File: src/rtl/core/ukm_pkg.sv
// Shared types, codes and helpers for the unique-prefix keyword matcher.
`timescale 1ns / 1ps

package ukm_pkg;

	// Fixed field widths of the ports
	localparam int unsigned CMD_W   = 1;
	localparam int unsigned SLOT_W  = 4;
	localparam int unsigned BYTES_W = 64;
	localparam int unsigned LEN_W   = 4;
	localparam int unsigned LIST_W  = 5;
	localparam int unsigned POS_W   = 5;
	localparam int unsigned STAT_W  = 3;

	// Command codes
	localparam logic [CMD_W-1:0] CMD_LOAD   = 1'b0;
	localparam logic [CMD_W-1:0] CMD_LOOKUP = 1'b1;

	// Result status codes
	typedef enum logic [STAT_W-1:0] {
		ST_EXACT     = 3'd0,
		ST_ABBREV    = 3'd1,
		ST_NOT_FOUND = 3'd2,
		ST_AMBIGUOUS = 3'd3,
		ST_LOADED    = 3'd4
	} status_t;

	// Sequencer states
	typedef enum logic {
		S_IDLE,
		S_SCAN
	} fsm_t;

	// Compare unit result
	typedef struct packed {
		logic cand;   // entry starts with the word and is long enough
		logic exact;  // candidate with the same length
	} cmp_res_t;

	// Mask covering the low len bytes; len is already clamped to 8
	function automatic logic [BYTES_W-1:0] byte_mask(input logic [LEN_W-1:0] len);
		logic [BYTES_W-1:0] m;
		if (len >= LEN_W'(8)) begin
			m = '1;
		end else begin
			m = (BYTES_W'(1) << {len, 3'b000}) - BYTES_W'(1);
		end
		return m;
	endfunction

endpackage

File: src/rtl/core/unique_prefix_keyword_matcher_unit.sv
// Load result: registered in the output register in the cycle after the input beat. Lookup
// result: entries are read in order up to min(list_length, MAX_ENTRIES), and the scan ends
// early on an exact or ambiguous hit; an empty list ends the scan without any table read.
// One entry is read per cycle and compared in the next cycle, from the registered read data;
// in_ready stays low while a lookup scans, so one item is in flight at a time.
// Reset clears the sequencer, output register and list_length; table stays undefined.
`timescale 1ns / 1ps

module unique_prefix_keyword_matcher_unit #(
	parameter int unsigned MAX_ENTRIES = 16,
	parameter int unsigned MAX_CHARS   = 8
) (
	input  logic                         clk,
	input  logic                         arst_n,
	// input channel
	input  logic                         in_valid,
	output logic                         in_ready,
	input  logic [ukm_pkg::CMD_W-1:0]    cmd,
	input  logic [ukm_pkg::SLOT_W-1:0]   entry_index,
	input  logic [ukm_pkg::BYTES_W-1:0]  text_bytes,
	input  logic [ukm_pkg::LEN_W-1:0]    text_length,
	// result channel
	output logic                         out_valid,
	input  logic                         out_ready,
	output logic [ukm_pkg::POS_W-1:0]    position,
	output logic [ukm_pkg::STAT_W-1:0]   status,
	// config channel
	input  logic                         cfg_valid,
	output logic                         cfg_ready,
	input  logic [ukm_pkg::LIST_W-1:0]   cfg_data
);

	localparam int unsigned IDX_W = (MAX_ENTRIES > 1) ? $clog2(MAX_ENTRIES) : 1;
	localparam int unsigned CNT_W = $clog2(MAX_ENTRIES + 1);
	localparam int unsigned TXT_W = 8 * MAX_CHARS;

	ukm_pkg::fsm_t             state_q, state_d;
	logic [ukm_pkg::LIST_W-1:0] list_length_q;

	logic [TXT_W-1:0]          word_q;
	logic [TXT_W-1:0]          mask_q;
	logic [ukm_pkg::LEN_W-1:0] len_q;
	logic [CNT_W-1:0]          count_q;
	logic [CNT_W-1:0]          rd_cnt_q;
	logic                      pend_q;
	logic [CNT_W-1:0]          pend_idx_q;
	logic                      have_first_q;
	logic [CNT_W-1:0]          first_q;

	logic                      out_valid_q;
	logic [ukm_pkg::POS_W-1:0] position_q;
	ukm_pkg::status_t          status_q;

	logic                      in_fire, out_fire;
	logic [ukm_pkg::LEN_W-1:0] len_sat;
	logic [ukm_pkg::BYTES_W-1:0] mask_in;
	logic [CNT_W-1:0]          cnt_sat;
	logic                      load_wr;
	logic                      issue;
	logic                      fin;
	logic                      set_first;
	logic [ukm_pkg::POS_W-1:0] fin_pos;
	ukm_pkg::status_t          fin_status;
	logic [CNT_W:0]            pend_inc;
	logic [CNT_W:0]            first_inc;

	logic [TXT_W-1:0]          rd_text;
	logic [ukm_pkg::LEN_W-1:0] rd_len;
	ukm_pkg::cmp_res_t         cmp_res;

	// Handshakes
	assign in_ready  = (state_q == ukm_pkg::S_IDLE) && (!out_valid_q || out_ready);
	assign in_fire   = in_valid && in_ready;
	assign out_fire  = out_valid_q && out_ready;
	assign cfg_ready = 1'b1;

	// Input conditioning: clamp length, build byte mask, clamp list length
	assign len_sat = (text_length > ukm_pkg::LEN_W'(MAX_CHARS))
	               ? ukm_pkg::LEN_W'(MAX_CHARS) : text_length;
	assign mask_in = ukm_pkg::byte_mask(len_sat);
	assign cnt_sat = (32'(list_length_q) > MAX_ENTRIES)
	               ? CNT_W'(MAX_ENTRIES) : CNT_W'(list_length_q);
	assign load_wr = in_fire && (cmd == ukm_pkg::CMD_LOAD)
	               && (32'(entry_index) < MAX_ENTRIES);

	// Table read runs while entries remain
	assign issue = (state_q == ukm_pkg::S_SCAN) && (rd_cnt_q != count_q);

	assign pend_inc  = {1'b0, pend_idx_q} + (CNT_W + 1)'(1);
	assign first_inc = {1'b0, first_q} + (CNT_W + 1)'(1);

	ukm_table #(
		.DEPTH (MAX_ENTRIES),
		.IDX_W (IDX_W),
		.TXT_W (TXT_W)
	) u_table (
		.clk     (clk),
		.wr_en   (load_wr),
		.wr_addr (IDX_W'(entry_index)),
		.wr_text (text_bytes[TXT_W-1:0] & mask_in[TXT_W-1:0]),
		.wr_len  (len_sat),
		.rd_en   (issue),
		.rd_addr (rd_cnt_q[IDX_W-1:0]),
		.rd_text (rd_text),
		.rd_len  (rd_len)
	);

	ukm_cmp #(
		.TXT_W (TXT_W)
	) u_cmp (
		.entry_text (rd_text),
		.entry_len  (rd_len),
		.word       (word_q),
		.mask       (mask_q),
		.len        (len_q),
		.res        (cmp_res)
	);

	// State register
	always_ff @(posedge clk or negedge arst_n) begin
		if (!arst_n) begin
			state_q <= ukm_pkg::S_IDLE;
		end else begin
			state_q <= state_d;
		end
	end

	// Next state and scan decisions
	always_comb begin
		state_d    = state_q;
		fin        = 1'b0;
		set_first  = 1'b0;
		fin_pos    = '0;
		fin_status = ukm_pkg::ST_NOT_FOUND;
		case (state_q)
			ukm_pkg::S_IDLE: begin
				if (in_fire && (cmd == ukm_pkg::CMD_LOOKUP)) begin
					state_d = ukm_pkg::S_SCAN;
				end
			end
			ukm_pkg::S_SCAN: begin
				if (pend_q && cmp_res.cand) begin
					if (cmp_res.exact) begin
						fin        = 1'b1;
						fin_pos    = ukm_pkg::POS_W'(pend_inc);
						fin_status = ukm_pkg::ST_EXACT;
					end else if (have_first_q) begin
						fin        = 1'b1;
						fin_status = ukm_pkg::ST_AMBIGUOUS;
					end else begin
						set_first  = 1'b1;
					end
				end else if (!pend_q && (rd_cnt_q == count_q)) begin
					// all entries seen
					fin = 1'b1;
					if (have_first_q) begin
						fin_pos    = ukm_pkg::POS_W'(first_inc);
						fin_status = ukm_pkg::ST_ABBREV;
					end
				end
				if (fin) begin
					state_d = ukm_pkg::S_IDLE;
				end
			end
			default: begin
				state_d = ukm_pkg::S_IDLE;
			end
		endcase
	end

	// Config register
	always_ff @(posedge clk or negedge arst_n) begin
		if (!arst_n) begin
			list_length_q <= '0;
		end else if (cfg_valid && cfg_ready) begin
			list_length_q <= cfg_data;
		end
	end

	// Lookup word capture
	always_ff @(posedge clk) begin
		if (in_fire) begin
			word_q  <= text_bytes[TXT_W-1:0] & mask_in[TXT_W-1:0];
			mask_q  <= mask_in[TXT_W-1:0];
			len_q   <= len_sat;
			count_q <= cnt_sat;
		end
	end

	// Scan counters and first-candidate tracking
	always_ff @(posedge clk or negedge arst_n) begin
		if (!arst_n) begin
			rd_cnt_q     <= '0;
			pend_q       <= 1'b0;
			pend_idx_q   <= '0;
			have_first_q <= 1'b0;
			first_q      <= '0;
		end else begin
			if (in_fire) begin
				rd_cnt_q     <= '0;
				pend_q       <= 1'b0;
				have_first_q <= 1'b0;
			end else begin
				pend_q <= issue && !fin;
				if (issue) begin
					rd_cnt_q   <= rd_cnt_q + CNT_W'(1);
					pend_idx_q <= rd_cnt_q;
				end
				if (set_first) begin
					have_first_q <= 1'b1;
					first_q      <= pend_idx_q;
				end
			end
		end
	end

	// Output register
	always_ff @(posedge clk or negedge arst_n) begin
		if (!arst_n) begin
			out_valid_q <= 1'b0;
			position_q  <= '0;
			status_q    <= ukm_pkg::ST_NOT_FOUND;
		end else begin
			if (in_fire && (cmd == ukm_pkg::CMD_LOAD)) begin
				out_valid_q <= 1'b1;
				position_q  <= '0;
				status_q    <= ukm_pkg::ST_LOADED;
			end else if (fin) begin
				out_valid_q <= 1'b1;
				position_q  <= fin_pos;
				status_q    <= fin_status;
			end else if (out_fire) begin
				out_valid_q <= 1'b0;
			end
		end
	end

	assign out_valid = out_valid_q;
	assign position  = position_q;
	assign status    = status_q;

endmodule

File: src/rtl/core/ukm_table.sv
// Keyword table: one write port, one read port with registered read data.
`timescale 1ns / 1ps

module ukm_table #(
	parameter int unsigned DEPTH = 16,
	parameter int unsigned IDX_W = 4,
	parameter int unsigned TXT_W = 64
) (
	input  logic                       clk,
	input  logic                       wr_en,
	input  logic [IDX_W-1:0]           wr_addr,
	input  logic [TXT_W-1:0]           wr_text,
	input  logic [ukm_pkg::LEN_W-1:0]  wr_len,
	input  logic                       rd_en,
	input  logic [IDX_W-1:0]           rd_addr,
	output logic [TXT_W-1:0]           rd_text,
	output logic [ukm_pkg::LEN_W-1:0]  rd_len
);

	logic [TXT_W-1:0]          text_mem [DEPTH];
	logic [ukm_pkg::LEN_W-1:0] len_mem  [DEPTH];
	logic [TXT_W-1:0]          rd_text_q;
	logic [ukm_pkg::LEN_W-1:0] rd_len_q;

	// Write port
	always_ff @(posedge clk) begin
		if (wr_en) begin
			text_mem[wr_addr] <= wr_text;
			len_mem[wr_addr]  <= wr_len;
		end
	end

	// Read port, data registered
	always_ff @(posedge clk) begin
		if (rd_en) begin
			rd_text_q <= text_mem[rd_addr];
			rd_len_q  <= len_mem[rd_addr];
		end
	end

	assign rd_text = rd_text_q;
	assign rd_len  = rd_len_q;

endmodule

File: src/rtl/core/ukm_cmp.sv
// Shared compare unit: tests one table entry against the lookup word.
`timescale 1ns / 1ps

module ukm_cmp #(
	parameter int unsigned TXT_W = 64
) (
	input  logic [TXT_W-1:0]           entry_text,
	input  logic [ukm_pkg::LEN_W-1:0]  entry_len,
	input  logic [TXT_W-1:0]           word,
	input  logic [TXT_W-1:0]           mask,
	input  logic [ukm_pkg::LEN_W-1:0]  len,
	output ukm_pkg::cmp_res_t          res
);

	logic long_enough;
	logic prefix_eq;

	// Entry must be at least as long and agree on the word's bytes
	assign long_enough = (entry_len >= len);
	assign prefix_eq   = ((entry_text & mask) == word);
	assign res.cand    = long_enough & prefix_eq;
	assign res.exact   = long_enough & prefix_eq & (entry_len == len);

endmodule

File: config.mk
export PLATFORM = sky130hd
export DESIGN_NAME = unique_prefix_keyword_matcher_unit
export DESIGN_NICKNAME = d
export VERILOG_FILES = /design/src/rtl/core/ukm_pkg.sv /design/src/rtl/core/unique_prefix_keyword_matcher_unit.sv /design/src/rtl/core/ukm_table.sv /design/src/rtl/core/ukm_cmp.sv
export SDC_FILE = /design/constraint.sdc
export NUM_CORES = 1
export LEC_CHECK = 0
export BUFFER_PORTS_ARGS = -buffer_cell sky130_fd_sc_hd__buf_2
export CORE_MARGIN = 5
export CORE_UTILIZATION = 62
export DETAILED_ROUTE_END_ITERATION = 8
export MAX_ROUTING_LAYER = met4
export PLACE_DENSITY = 0.9
export SYNTH_ARGS = -nofsm -noshare
export SYNTH_HDL_FRONTEND = slang
export SYNTH_SLANG_ARGS = --single-unit
File: constraint.sdc
create_clock -name clk -period 10.8 [get_ports clk]
set_input_delay 1.08 -clock clk [delete_from_list [all_inputs] [get_ports clk]]
set_output_delay 1.08 -clock clk [all_outputs]
set_load 0.05 [all_outputs]
Word level (Yosys, flattened, before mapping)
Memory sizes are Yosys's and may differ from the RTL's. A register that Yosys moved wholly into a read port is not among the register bits.
Cells that the tools add are included.
- bits in registers: 169
- memory bits (writable): 1088
- input bits: 83
- output and inout port bits: 11
- word-level logic and storage cells: 95
- memories kept: 2
- $add $sub $neg: 4
- $lt $le $gt $ge: 4
- equality and inequality tests: 4
- shifts and indexed selects: 1
- mux-type cells: 40
- bitwise operators: 7
- reduce and logical (&&, ||, !) cells: 19
- memory list (memory ; words ; bits a word ; read ports ; clocked after memory_dff ; write ports ; RTL line ; text):
    u_table.text_mem ; 16 ; 64 ; 1 ; 1 ; 1 ; ukm_table.sv:20 ; logic [TXT_W-1:0] text_mem [DEPTH];
    u_table.len_mem ; 16 ; 4 ; 1 ; 1 ; 1 ; ukm_table.sv:21 ; logic [ukm_pkg::LEN_W-1:0] len_mem [DEPTH];
- operators by type and width (kind ; count):
    64-bit AND ; 2
    64-bit equality test ; 1
    64-bit 2-to-1 mux ; 1
    1-bit by 7-bit left shift with 64-bit output, first input constant ; 1
    64-bit by 2-bit subtractor with 64-bit output, second input constant ; 1
    5-bit 2-to-1 mux ; 9
    1-bit 2-to-1 mux ; 21
    5-bit by 1-bit adder with 5-bit output, second input constant ; 3
    3-bit 2-to-1 mux ; 4
    1-bit logical AND ; 9
    2-bit 2-to-1 mux ; 3
    2-bit nonzero test ; 3
    5-bit equality test ; 1
    5-bit > comparator, second input constant ; 1
    5-bit inequality test ; 1
    4-bit equality test ; 1
    4-bit greater-or-equal comparator ; 1
    4-bit greater-or-equal comparator, second input constant ; 1
    4-bit > comparator, second input constant ; 1
    4-bit 2-to-1 mux ; 1
    2-bit AND reduction ; 2
    1-bit logical NOT ; 3
    1-bit inverter ; 3
    3-bit nonzero test ; 1
    3 further kinds ; 4

Depth between registers and ports, before layout
- word-level depth: 11
- depth in mapped cells: 10
- depth with buffers taken out: 10

Cells and area by module
Synthesis repeated with hierarchy kept, for this count alone.
- cells, all modules: 2260
- area total of the unflattened synthesis: 48665.4 µm²
- modules (own cells, without submodules) (module ; instances ; cells each ; area an instance (µm²)):
    ukm_table ; 1 ; 1750 ; 42660.9
    unique_prefix_keyword_matcher_unit ; 1 ; 332 ; 4823.4
    ukm_cmp ; 1 ; 178 ; 1181.1

Worst setup path before layout
No wires, ideal clock.
- path type: input port to flip-flop
- start: input out_ready
- end: memory u_table.len_mem[0][0] (netlist name) (enable)
- arrival time: 9321 ps
- data required time: 10222 ps
- setup slack: 900 ps
- stages on the path: 7
- cells stage by stage: nor2b_1 nor2_1 nand2_1 inv_1 nand2b_1 or3_1 nor3_1
- cells in the longest elaborated chain, start to end: 6
- RTL lines (item ; RTL line ; text):
    start, declared ; unique_prefix_keyword_matcher_unit.sv:24 ; input logic out_ready,
    1-bit logical OR ; unique_prefix_keyword_matcher_unit.sv:72 ; assign in_ready = (state_q == ukm_pkg::S_IDLE) && (!out_valid_q || out_ready);
    1-bit logical AND ; unique_prefix_keyword_matcher_unit.sv:72 ;
    net in_ready ; unique_prefix_keyword_matcher_unit.sv:17 ; output logic in_ready,
    1-bit logical AND ; unique_prefix_keyword_matcher_unit.sv:73 ; assign in_fire = in_valid && in_ready;
    net in_fire ; unique_prefix_keyword_matcher_unit.sv:54 ; logic in_fire, out_fire;
    1-bit logical AND ; unique_prefix_keyword_matcher_unit.sv:83 ; assign load_wr = in_fire && (cmd == ukm_pkg::CMD_LOAD)
    1-bit 2-to-1 mux ; ukm_table.sv:27 ; if (wr_en) begin
    1-bit 2-to-1 mux (not written as such) ; ukm_table.sv:29 ; len_mem[wr_addr] <= wr_len;
    end, declared ; ukm_table.sv:21 ;
The timed path passes the listed nets, and every way through them passes these cells.

Worst setup path in the final report
- start: register rd_cnt_q[0]
- end: register u_table.rd_text_q[7], in the netlist u_table.rd_text[7] (read register of u_table.text_mem) (data pin)
- cells in the longest elaborated chain, start to end: 2
- RTL lines (item ; RTL line ; text):
    start, declared ; unique_prefix_keyword_matcher_unit.sv:44 ; logic [CNT_W-1:0] rd_cnt_q;
    start signal, assigned ; unique_prefix_keyword_matcher_unit.sv:206 ; rd_cnt_q <= rd_cnt_q + CNT_W'(1);
    5-bit inequality test ; unique_prefix_keyword_matcher_unit.sv:87 ; assign issue = (state_q == ukm_pkg::S_SCAN) && (rd_cnt_q != count_q);
    1-bit logical AND ; unique_prefix_keyword_matcher_unit.sv:87 ;
    end, declared ; ukm_table.sv:22 ; logic [TXT_W-1:0] rd_text_q;
Parallel ways exist; a longest one is shown, timed or not.
A chain may end at the register's enable or synchronous reset.

==> out/results.tsv <==
metric	value	unit
via_count	24900	
path_max_fanout	52	
synthCells	2164	
fillers	4303	
yosysWarnings	0	
io_pins	94	
dieWidth	291.0	um
drive_gt1_share	28.22	%
crit_type	reg2reg	
grt_pass1_vias	25530	
timing.final.crit_period	4.622	ns
endpoint_kind	flop	
synth_edf_count	1242	
htreeDepth	3	
start_util	62.28	%
finalSetupViolCount	0	
ys_types	69	
wl_per_cell	37.19	um
status	finished clean	
timing.final.crit_share	42.80	%
irDropWorstVdd	0.2875	mV
grt_max_degree	182	
area_growth	11.03	%
avgSynthCellArea	22.62	um2
dp_hpwl	63.41	mm
hold_viol	0	
gp_congestion	0.8291	
drc	0	
drt-vias-per-instance	7.183	
finalClockSkew	0.03833	ns
cts_tree	done	
syn_nets	2255	
dpl-instance-area	0.05077	mm2
max_slew.worst_pin.slew	1.414	ns
std_cell_rows	103	
final-seq-area	0.03811	mm2
layout_setup_ws	6.178	ns
antenna_found_initial	2	
postCtsSetupBuffers	0	
hold_class	in2async	
die_h	291.0	um
ys_seq_area_share	77.82	%
port_buffers	92	
clockBufferDepth	3	
netlist.area_leader.share	76.18	%
yosysTopAreaCell	edfxtp_1	
max-cap-violations	0	
routed_wirelength	128.9	mm
setup_tns	0	ns
numCtsBuffers	117	
fmax	0.2163	GHz
multi_input_area	0.01041	mm2
drtIter0Drc	4104	
post-place-cells	3251	
ctsResizeCount	0	
power.leakage	0.01739	uW
dpl_worst_slack	5.810	ns
grt_pass1_wl	184.4	mm
rsz0062_at_grt	no	
p_per_area	241.8	mW/mm2
start_kind	flop	
coreArea	0.07861	mm2
grt_remaining_overflow	0	
die-area	0.08468	mm2
ys_ff_latch	1274	
cts.sinks	1274	
synth_area_leaders	edfxtp_1 (76%), mux4_2 (16%), dfrtp_1 (1.6%), nor2b_1 (0.66%), xor2_1 (0.47%)	
syn_area	0.04896	mm2
slew_violations	0	
synth_flop_cell	edfxtp_1	
clk_pin_slew	0.06	ns
synthArstFlopShare	2.512	%
firstDrtPassIters	6	
nNetsFinal	2411	
holdBufCountCts	0	
grt.total_usage	31.46	%
worstPathArrival	5.03	ns
ant_nets	0	
fin_cells	3466	
slew_headroom	5.529	%
clock_latency	0.70	ns
cts_root_buffer	clkbuf_16	
required	11.21	ns
fin_area	0.05436	mm2
-- cells in the mapped netlist, types with 4 or more instances --
library cell / count
nand2_1: 58
mux4_2: 340
buf_2: 26
mux2_2: 9
buf_1: 10
xor2_1: 26
o22ai_1: 11
a31oi_1: 4
ha_1: 8
inv_1: 39
a21oi_1: 13
nand4_1: 10
edfxtp_1: 1242
nor2b_1: 52
dfrtp_1: 31
nor2_1: 50
nand3_1: 18
xnor2_1: 13
o21ai_0: 18
nor3_1: 7
nand4b_1: 5
clkbuf_1: 56
and3_1: 4
nand2b_1: 7
a22oi_1: 5
o221ai_1: 4
a21o_1: 4
and2_1: 28
-- cells in the final DEF, fill, tap and decap left out, types with 4 or more instances in the layout --
master and instances:
clkbuf_16 119, and2_1 28, nor2_1 38, mux2_2 9, a21o_1 4, o21ai_0 18
xnor2_1 13, nand2_1 58, o22ai_1 11, edfxtp_1 1242, nand4_1 10, dfrtp_4 4
mux4_2 340, a31oi_1 4, nor3_2 5, nand3_1 18, clkinv_2 26, inv_6 4
a22oi_1 5, nand2b_1 7, bufinv_16 6, xor2_1 26, dfrtp_1 27, o221ai_1 4
a21oi_1 13, inv_1 38, buf_2 92, clkinv_1 24, clkbuf_1 29, and3_1 4
nand4b_1 5, ha_1 8, nor2_4 12, nor2b_1 50, buf_4 41
-- sequential cells by signal, indices dropped and copies added (netlist names), 3 cells and up --
signal            count
u_table.text_mem   1024
u_table.len_mem      64
u_table.rd_text      64
word_q               64
mask_q               13
count_q               5
first_q               5
list_length_q         5
pend_idx_q            5
position              5
rd_cnt_q              5
len_q                 4
u_table.rd_len        4
status                3
-- worst paths after layout --
kind,cells past startpoint,slack [ns],startpoint,end
min reg2reg,2,0.51,status[1],status[1]
min in group clk,2,0.51,status[1],status[1]
max,4,6.18,rd_cnt_q[0],u_table.rd_text[7]
max reg2reg,4,6.18,rd_cnt_q[0],u_table.rd_text[7]
max in group asynchronous,1,9.86,arst_n,rd_cnt_q[1]
min,1,0.43,arst_n,first_q[0]
-- through the flow --
stage	hold WS [ns]	total power, uW	util [%]
2_1_floorplan	0.4726	8351	-
3_3_place_gp	0.4816	8994	64.58
3_5_place_dp	0.4987	9165	64.58
4_1_cts	0.4228	13150	69.13
5_1_grt	0.4745	13570	69.14
6_report	0.4327	13140	69.15
-- layout make-up --
| type | instances | share of cell area, % |
|---|---|---|
| Inverter | 40 | 0.2831 |
| Tap cell | 1050 | 2.417 |
| Timing Repair Buffer | 134 | 1.450 |
| Sequential cell | 1274 | 70.12 |
| Antenna cell | 3 | 0.01381 |
| Clock buffer | 148 | 5.679 |
| Clock inverter | 64 | 0.8954 |
| Multi-Input combinational cell | 753 | 19.15 |
-- where the power goes --
group | internal [uW] | switching, uW | leakage [uW]
clock | 2160 | 1800 | 0.00176
sequential | 5830 | 352 | 0.0117
combinational | 1480 | 1530 | 0.00390
total | 9470 | 3680 | 0.0174
-- cells by family (layout without fill, tap and decap cells) --
family                     after synthesis  count (layout)  share of synthesized area (%)
DFF                                   1274            1274                          77.82
muxes                                  350             350                          15.87
and+or+nand+nor                        264             264                          2.921
buffers and inverters                  137             386                          1.158
AOI/OAI and AO/OA                       91              91                          1.321
xor gates and xnor gates                39              39                         0.6977
adders and majority gates                8               8                         0.2045
other                                    1               4                       0.007660
-- layer usage --
layer / track usage, % / part of all wire (%)
met2: 50.52 / 50
met4: 13.12 / 5.4
met1: 40.32 / 33
met5: - / 0
met3: 6.371 / 12
-- worst max-delay path, cell delays in order (launching register included) --
cell,delay [ns]
dfrtp_4,1.15
buf_4,0.89
buf_4,0.97
mux4_2,0.64
mux4_2,0.55
No activity file was read; power rests on OpenSTA's default activity.
